## src/design/vlcm_pkg.sv

```systemverilog
// Package for the vector lane compare unit: operand kinds, predicate codes,
// and the stage-to-stage flag struct. No dependencies.
package vlcm_pkg;

   typedef enum logic [2:0] {
      KIND_I16 = 3'd0, KIND_U16 = 3'd1, KIND_I32 = 3'd2, KIND_U32 = 3'd3,
      KIND_I64 = 3'd4, KIND_U64 = 3'd5, KIND_F32 = 3'd6, KIND_F64 = 3'd7
   } kind_type;

   typedef enum logic [3:0] {
      PR_F = 4'd0, PR_LT = 4'd1, PR_EQ = 4'd2, PR_LE = 4'd3,
      PR_GT = 4'd4, PR_LG = 4'd5, PR_GE = 4'd6, PR_O = 4'd7,
      PR_U = 4'd8, PR_NGE = 4'd9, PR_NLG = 4'd10, PR_NGT = 4'd11,
      PR_NLE = 4'd12, PR_NEQ = 4'd13, PR_NLT = 4'd14, PR_TRU = 4'd15
   } pred_type;

   // Order flags from the compare stage.
   typedef struct packed {
      logic lt;
      logic eq;
      logic gt;
      logic un;
   } order_type;

endpackage

```

## src/design/vlcm_req_if.sv

```systemverilog
// Request and response channel interfaces for the lane compare unit.
// Depends on nothing.
interface vlcm_req_if;
   logic        valid;
   logic        ready;
   logic [63:0] src0;
   logic [63:0] src1;
   logic [2:0]  operand_kind;
   logic [3:0]  req_type;
   logic        write_exec;
   logic        lane_active;
   logic        old_mask_bit;
   logic        old_exec_bit;
   modport source (output valid, src0, src1, operand_kind, req_type, write_exec,
                   lane_active, old_mask_bit, old_exec_bit, input ready);
   modport sink (input valid, src0, src1, operand_kind, req_type, write_exec,
                 lane_active, old_mask_bit, old_exec_bit, output ready);
endinterface

interface vlcm_rsp_if;
   logic valid;
   logic ready;
   logic mask_bit;
   logic exec_bit;
   logic unsupported;
   modport source (output valid, mask_bit, exec_bit, unsupported, input ready);
   modport sink (input valid, mask_bit, exec_bit, unsupported, output ready);
endinterface

```

## src/design/vlcm_order.sv

```systemverilog
// Order compare of two operands per kind: integer and IEEE float flags.
// Depends on vlcm_pkg.
module vlcm_order (
   input  logic [63:0]         a,
   input  logic [63:0]         b,
   input  logic [2:0]          kind,
   output vlcm_pkg::order_type order
);
   logic [63:0] x, y;
   logic        fa_nan, fb_nan, a_zero, b_zero, is_float, un;
   logic        f_lt, f_eq, i_lt, i_eq, a_neg, b_neg, mag_lt, mag_eq;

   always_comb begin
      x        = a;
      y        = b;
      is_float = 1'b0;
      fa_nan   = 1'b0;
      fb_nan   = 1'b0;
      a_zero   = 1'b0;
      b_zero   = 1'b0;
      a_neg    = 1'b0;
      b_neg    = 1'b0;
      case (kind)
         vlcm_pkg::KIND_I16, vlcm_pkg::KIND_U16: begin
            x = {48'd0, a[15:0]};
            y = {48'd0, b[15:0]};
            if (kind == vlcm_pkg::KIND_I16) begin
               x[15] = ~x[15];
               y[15] = ~y[15];
            end
         end
         vlcm_pkg::KIND_I32, vlcm_pkg::KIND_U32: begin
            x = {32'd0, a[31:0]};
            y = {32'd0, b[31:0]};
            if (kind == vlcm_pkg::KIND_I32) begin
               x[31] = ~x[31];
               y[31] = ~y[31];
            end
         end
         vlcm_pkg::KIND_I64: begin
            x[63] = ~a[63];
            y[63] = ~b[63];
         end
         vlcm_pkg::KIND_F32: begin
            // Sign-magnitude compare on the 31 magnitude bits.
            is_float = 1'b1;
            x      = {33'd0, a[30:0]};
            y      = {33'd0, b[30:0]};
            a_neg  = a[31];
            b_neg  = b[31];
            fa_nan = (a[30:23] == 8'hFF) && (a[22:0] != 23'd0);
            fb_nan = (b[30:23] == 8'hFF) && (b[22:0] != 23'd0);
            a_zero = (a[30:0] == 31'd0);
            b_zero = (b[30:0] == 31'd0);
         end
         vlcm_pkg::KIND_F64: begin
            is_float = 1'b1;
            x      = {1'b0, a[62:0]};
            y      = {1'b0, b[62:0]};
            a_neg  = a[63];
            b_neg  = b[63];
            fa_nan = (a[62:52] == 11'h7FF) && (a[51:0] != 52'd0);
            fb_nan = (b[62:52] == 11'h7FF) && (b[51:0] != 52'd0);
            a_zero = (a[62:0] == 63'd0);
            b_zero = (b[62:0] == 63'd0);
         end
         default: begin
            x = a;
            y = b;
         end
      endcase
   end

   assign mag_lt = x < y;
   assign mag_eq = x == y;
   assign i_lt   = mag_lt;
   assign i_eq   = mag_eq;

   // Float ordering; both zeros equal regardless of sign.
   always_comb begin
      if (a_zero && b_zero) begin
         f_eq = 1'b1;
         f_lt = 1'b0;
      end else begin
         f_eq = mag_eq && (a_neg == b_neg);
         case ({a_neg, b_neg})
            2'b00:   f_lt = mag_lt;
            2'b11:   f_lt = !mag_lt && !mag_eq;
            2'b10:   f_lt = 1'b1;
            default: f_lt = 1'b0;
         endcase
      end
   end

   assign un = is_float && (fa_nan || fb_nan);

   always_comb begin
      if (is_float) begin
         order.un = un;
         order.lt = !un && f_lt;
         order.eq = !un && f_eq;
         order.gt = !un && !f_lt && !f_eq;
      end else begin
         order.un = 1'b0;
         order.lt = i_lt;
         order.eq = i_eq;
         order.gt = !i_lt && !i_eq;
      end
   end
endmodule

```

## src/design/vector_lane_compare_mask.sv

```systemverilog
// Lane compare unit: an accepted word's result is registered in the result
// register. Throughput one word per cycle; the result register advances
// whenever it is empty or being taken.
// Reset (synchronous, active high) empties the result register.
// Depends on vlcm_pkg, vlcm_req_if, vlcm_rsp_if, vlcm_order.
module vector_lane_compare_mask (
   input logic       clock,
   input logic       reset,
   vlcm_req_if.sink  req,
   vlcm_rsp_if.source rsp
);
   vlcm_pkg::order_type order;
   logic valid_ff, valid_in;
   logic mask_ff, mask_in, exec_ff, exec_in, unsup_ff, unsup_in;
   logic r, is_int_bad, accept;

   vlcm_order u_order (
      .a     (req.src0),
      .b     (req.src1),
      .kind  (req.operand_kind),
      .order (order)
   );

   assign req.ready = !valid_ff || rsp.ready;
   assign accept    = req.valid && req.ready;

   // Predicate select.
   always_comb begin
      case (vlcm_pkg::pred_type'(req.req_type))
         vlcm_pkg::PR_F:   r = 1'b0;
         vlcm_pkg::PR_LT:  r = order.lt;
         vlcm_pkg::PR_EQ:  r = order.eq;
         vlcm_pkg::PR_LE:  r = order.lt || order.eq;
         vlcm_pkg::PR_GT:  r = order.gt;
         vlcm_pkg::PR_LG:  r = order.lt || order.gt;
         vlcm_pkg::PR_GE:  r = order.gt || order.eq;
         vlcm_pkg::PR_O:   r = !order.un;
         vlcm_pkg::PR_U:   r = order.un;
         vlcm_pkg::PR_NGE: r = !(order.gt || order.eq);
         vlcm_pkg::PR_NLG: r = !(order.lt || order.gt);
         vlcm_pkg::PR_NGT: r = !order.gt;
         vlcm_pkg::PR_NLE: r = !(order.lt || order.eq);
         vlcm_pkg::PR_NEQ: r = !order.eq;
         vlcm_pkg::PR_NLT: r = !order.lt;
         default:          r = 1'b1;
      endcase
   end

   // Ordered, unordered and negated forms are float only.
   assign is_int_bad = !(req.operand_kind inside {vlcm_pkg::KIND_F32, vlcm_pkg::KIND_F64}) &&
                       (req.req_type inside {[vlcm_pkg::PR_O:vlcm_pkg::PR_NLT]});

   // Next result word.
   always_comb begin
      mask_in  = req.old_mask_bit;
      exec_in  = req.old_exec_bit;
      unsup_in = 1'b0;
      if (req.lane_active) begin
         if (is_int_bad) begin
            unsup_in = 1'b1;
         end else begin
            mask_in = r;
            if (req.write_exec) begin
               exec_in = r;
            end
         end
      end
      valid_in = accept || (valid_ff && !rsp.ready);
   end

   always_ff @(posedge clock) begin
      if (reset) begin
         valid_ff <= 1'b0;
      end else begin
         valid_ff <= valid_in;
      end
      if (accept) begin
         mask_ff  <= mask_in;
         exec_ff  <= exec_in;
         unsup_ff <= unsup_in;
      end
   end

   assign rsp.valid       = valid_ff;
   assign rsp.mask_bit    = mask_ff;
   assign rsp.exec_bit    = exec_ff;
   assign rsp.unsupported = unsup_ff;

   // A held result must not change while stalled.
   a_hold: assert property (@(posedge clock) disable iff (reset)
      (valid_ff && !rsp.ready) |=> $stable({mask_ff, exec_ff, unsup_ff}))
      else $error("result changed while stalled");
   // Accept always fills the result register.
   a_fill: assert property (@(posedge clock) disable iff (reset)
      accept |=> valid_ff)
      else $error("accepted word lost");
   // Unsupported never reports a changed bit.
   a_unsup: assert property (@(posedge clock) disable iff (reset)
      (accept && unsup_in) |-> (mask_in == req.old_mask_bit &&
                               exec_in == req.old_exec_bit))
      else $error("unsupported word changed bits");
endmodule

```

## src/flat_wrapper.sv

```systemverilog
// flat-port wrapper written by rule: the top's interface ports become plain ports
module vector_lane_compare_mask_flat 
  (clock, reset, req_valid, req_src0, req_src1, req_operand_kind, req_req_type, req_write_exec, req_lane_active, req_old_mask_bit, req_old_exec_bit, req_ready, rsp_valid, rsp_mask_bit, rsp_exec_bit, rsp_unsupported, rsp_ready);
  vlcm_req_if req_i ();
  vlcm_rsp_if rsp_i ();
  input logic clock;
  input logic reset;
  input wire logic [$bits(req_i.valid)-1:0] req_valid;
  input wire logic [$bits(req_i.src0)-1:0] req_src0;
  input wire logic [$bits(req_i.src1)-1:0] req_src1;
  input wire logic [$bits(req_i.operand_kind)-1:0] req_operand_kind;
  input wire logic [$bits(req_i.req_type)-1:0] req_req_type;
  input wire logic [$bits(req_i.write_exec)-1:0] req_write_exec;
  input wire logic [$bits(req_i.lane_active)-1:0] req_lane_active;
  input wire logic [$bits(req_i.old_mask_bit)-1:0] req_old_mask_bit;
  input wire logic [$bits(req_i.old_exec_bit)-1:0] req_old_exec_bit;
  output wire logic [$bits(req_i.ready)-1:0] req_ready;
  output wire logic [$bits(rsp_i.valid)-1:0] rsp_valid;
  output wire logic [$bits(rsp_i.mask_bit)-1:0] rsp_mask_bit;
  output wire logic [$bits(rsp_i.exec_bit)-1:0] rsp_exec_bit;
  output wire logic [$bits(rsp_i.unsupported)-1:0] rsp_unsupported;
  input wire logic [$bits(rsp_i.ready)-1:0] rsp_ready;
  assign req_i.valid = req_valid;
  assign req_i.src0 = req_src0;
  assign req_i.src1 = req_src1;
  assign req_i.operand_kind = req_operand_kind;
  assign req_i.req_type = req_req_type;
  assign req_i.write_exec = req_write_exec;
  assign req_i.lane_active = req_lane_active;
  assign req_i.old_mask_bit = req_old_mask_bit;
  assign req_i.old_exec_bit = req_old_exec_bit;
  assign req_ready = req_i.ready;
  assign rsp_valid = rsp_i.valid;
  assign rsp_mask_bit = rsp_i.mask_bit;
  assign rsp_exec_bit = rsp_i.exec_bit;
  assign rsp_unsupported = rsp_i.unsupported;
  assign rsp_i.ready = rsp_ready;
  vector_lane_compare_mask u_core (.clock(clock), .reset(reset), .req(req_i), .rsp(rsp_i));
endmodule
```

## config.mk

```make
export PLATFORM = sky130hd
export DESIGN_NAME = vector_lane_compare_mask_flat
export DESIGN_NICKNAME = d
export VERILOG_FILES = /design/src/design/vlcm_pkg.sv /design/src/design/vlcm_req_if.sv /design/src/design/vlcm_order.sv /design/src/design/vector_lane_compare_mask.sv /design/src/flat_wrapper.sv
export SDC_FILE = /design/constraint.sdc
export NUM_CORES = 1
export LEC_CHECK = 0
export BUFFER_PORTS_ARGS = -buffer_cell sky130_fd_sc_hd__buf_2
export CAP_MARGIN = 5
export CORE_UTILIZATION = 30
export CTS_CLUSTER_DIAMETER = 60
export DETAILED_ROUTE_END_ITERATION = 7
export SYNTH_ARGS = -nofsm -noshare
export SYNTH_HDL_FRONTEND = slang
export SYNTH_SLANG_ARGS = --single-unit
```

## constraint.sdc

```tcl
create_clock -name clock -period 4.4 [get_ports clock]
set_input_delay 0.44 -clock clock [delete_from_list [all_inputs] [get_ports clock]]
set_output_delay 0.44 -clock clock [all_outputs]
set_load 0.05 [all_outputs]
```

==> metrics <==
Pwr per Cell Area 120 nW/µm²; Clk Latency, worst-skew pair between 0.2 and 0.25 ns; GRT overflow 0; Commonest cells post-synth nand2_1, ha_1, and2_1; Nets slightly above 800; Sequential Area roughly 110 µm²; n_diodes 0; via count 3990; Post-synth EDFFs 3; Yosys cell types 66; Hold Buf Count CTS 0; dominant cells by area after synthesis ha_1, and2_1, nand2_1; fmax 251 MHz; post-synthesis register bit count 4; max-cap viol count 0; Tot Pwr ~510 µW; buffers added on ports ~150; HP Class input port to flop; DRT antenna net count 0; outcome completed; Stages on worst setup path 14; Global Route Usage Sum 18.2%; P&R area growth vs syn 28.5%; Synth async-reset ratio 0%; synthesized area 3280 µm²; Top Family by Delay on Critical Path simple AND/OR/NAND/NOR gates; worst setup path start req_operand_kind[1]; clock skew 0.00223 ns; top-count cell post-synth nand2_1; Starting Density around a third; fin crit period 3.98 ns; fin crit share between 90% and 100%; Slew HR ~64%; initial antenna violation count 0; post-synth net total 684; I/O Pins 148; Final Util between 40 and 50%; leading area contributor after synthesis ha_1; type of element launching the critical path input port; Core Box Area 10500 µm²; yosys warns 0; RSZ-0062 raised after global routing false; RD Place Congestion 0.891; Die W between 100 and 150 µm; die area 11400 µm²; crit path buf inv count 1; Root Buffer clkbuf_8; Post-CTS Setup Inserts 0; critical-path cell list buf_2 -> or2_2 -> and2_1 -> ha_1 -> nand4_1 -> nor4_2 -> nand4_1 -> o2bb2ai_1 -> nor2_1 -> a31oi_1 -> or3_1 -> o2111ai_1 -> a311oi_2 -> a41oi_1; Slew Viols, Final 0; Finish-stage setup viols 0; largest net degree at the start of global routing 63; VDD IR-drop max slightly above 0.07 mV; WL/cell 14.0 µm; number of fill cells 1117; layout cells sized above 1 29.6%; DRC Markers 0; DRT Pass-1 Iters 5; slowest stage delay, CP roughly 0.50 ns; Worst EP arrival 3.91 ns; setup TNS 0 ns; DPL Wire Length 9380 µm; Die Ht roughly 110 µm; Leakage 1.99 nW; TritonCTS clock tree done; worst-path fanout max 31; multi-input combinational cell area 3040 µm²; worst r2r src u_core.rsp.valid; H-tree Lvls 1; CP Class input port to flop; Syn Inst Count 473; crit end category flop; Reg2Reg Depth 2; first-pass GRT wire length between 15000 and 20000 µm; Post-synth top flop edfxtp_1; R2R Setup Slk 3.51 ns; Final Hold Fails 0; Total Wirelength between 10000 and 15000 µm; R2R Path End u_core.rsp.unsupported; CP required 4.34 ns; Initial DRC Count 259; most frequent cell on the critical path nand4_1; vias per cell 5.34; # clock sinks 4; crit path max-delay cell type or2_2; Avg Inst Size Synth slightly below 7 µm²; clock tree buffer depth 2; Clock transition at path regs approximately 0.03 ns; worst slew pin tran around 0.54 ns; CTS buffer count 3; top cell type's share of synthesized area 25.9%; num rows 37; sequential share of the synthesized area under 10%; crit path capture u_core.rsp.exec_bit; vias in the first global route between 3000 and 4000
-- worst register-to-register path, stage by stage (launching register included) --
cell and delay (ns):
dfxtp_1 0.30, nand2b_1 0.10, and2_1 0.19
-- layout by cell type, fill, tap and decap left out, drive strengths merged, types with 4 or more instances in the layout --
cell type,n
buf,150
nand2,74
ha,68
and2,51
nor4,36
nand4,35
a21oi,34
nor2,25
inv,22
nand3,11
nor3,10
o21ai,9
nand2b,6
a21o,5
or2,4
nor2b,4
a211oi,4
clkbuf,4
-- area by class of cell --
type	instances	area share [%]
timing repair buffer	150	18.3
sequential	4	2.61
clock buffer	4	1.07
inverter	22	1.96
tap	136	4.03
multi-input combinational	431	72.1
-- metal layers --
layer	share of wire (%)	vias to the layer above	wire [µm]	track usage (%)
li1	-	2054	-	-
met5	0	-	0	0
met3	5.5	6	581	0.973
met1	46	1803	4850	24.4
met2	48	127	5020	33.0
met4	0.44	0	46	1.76
-- where the power goes --
group | internal, mW | switching (mW)
sequential | 0.0445 | 0.000888
combinational | 0.169 | 0.212
clock | 0.0618 | 0.0179
total | 0.275 | 0.231
-- stage by stage --
| stage | hold WS [ns] | worst slack, ns | instance area [µm²] | instances |
|---|---|---|---|---|
| 2_1_floorplan | 0.509 | 0.461 | 3280 | 473 |
| 3_3_place_gp | 0.486 | 0.243 | 4170 | 743 |
| 3_5_place_dp | 0.510 | 0.179 | 4170 | 743 |
| 4_1_cts | 0.377 | 0.404 | 4210 | 747 |
| 5_1_grt | 0.384 | 0.0446 | 4220 | 747 |
| 6_report | 0.379 | 0.422 | 4220 | 747 |
-- kinds of logic after synthesis --
family | after synthesis | share of synthesized area, %
adder cells (fa/ha/maj) | 68 | 25.9
AO/OA/AOI/OAI | 83 | 18.3
AND/OR/NAND/NOR | 271 | 45.2
flip-flops | 4 | 3.35
multiplexers | 4 | 1.33
buffers and inverters | 38 | 4.57
XOR/XNOR | 5 | 1.33
-- flip-flops by register name (all words and copies together), names as in the netlist --
signal	count
u_core.rsp.valid	1
u_core.rsp.exec_bit	1
u_core.rsp.unsupported	1
u_core.rsp.mask_bit	1
-- worst min path at each step --
stage / start / end / cells after the start
2_1_floorplan: reset / u_core.rsp.valid / 1
3_3_place_gp: u_core.rsp.valid / u_core.rsp.valid / 2
3_5_place_dp: u_core.rsp.valid / u_core.rsp.valid / 2
4_1_cts: reset / u_core.rsp.valid / 2
5_1_grt: reset / u_core.rsp.valid / 2
6_report: reset / u_core.rsp.valid / 2
-- repair_timing --
item | in CTS | in global routing
hold endpoints to repair | 0 | 0
endpoints found under the setup margin | 0 | 1
resized for setup | 0 | 1
(Power assumes the default switching activity.)
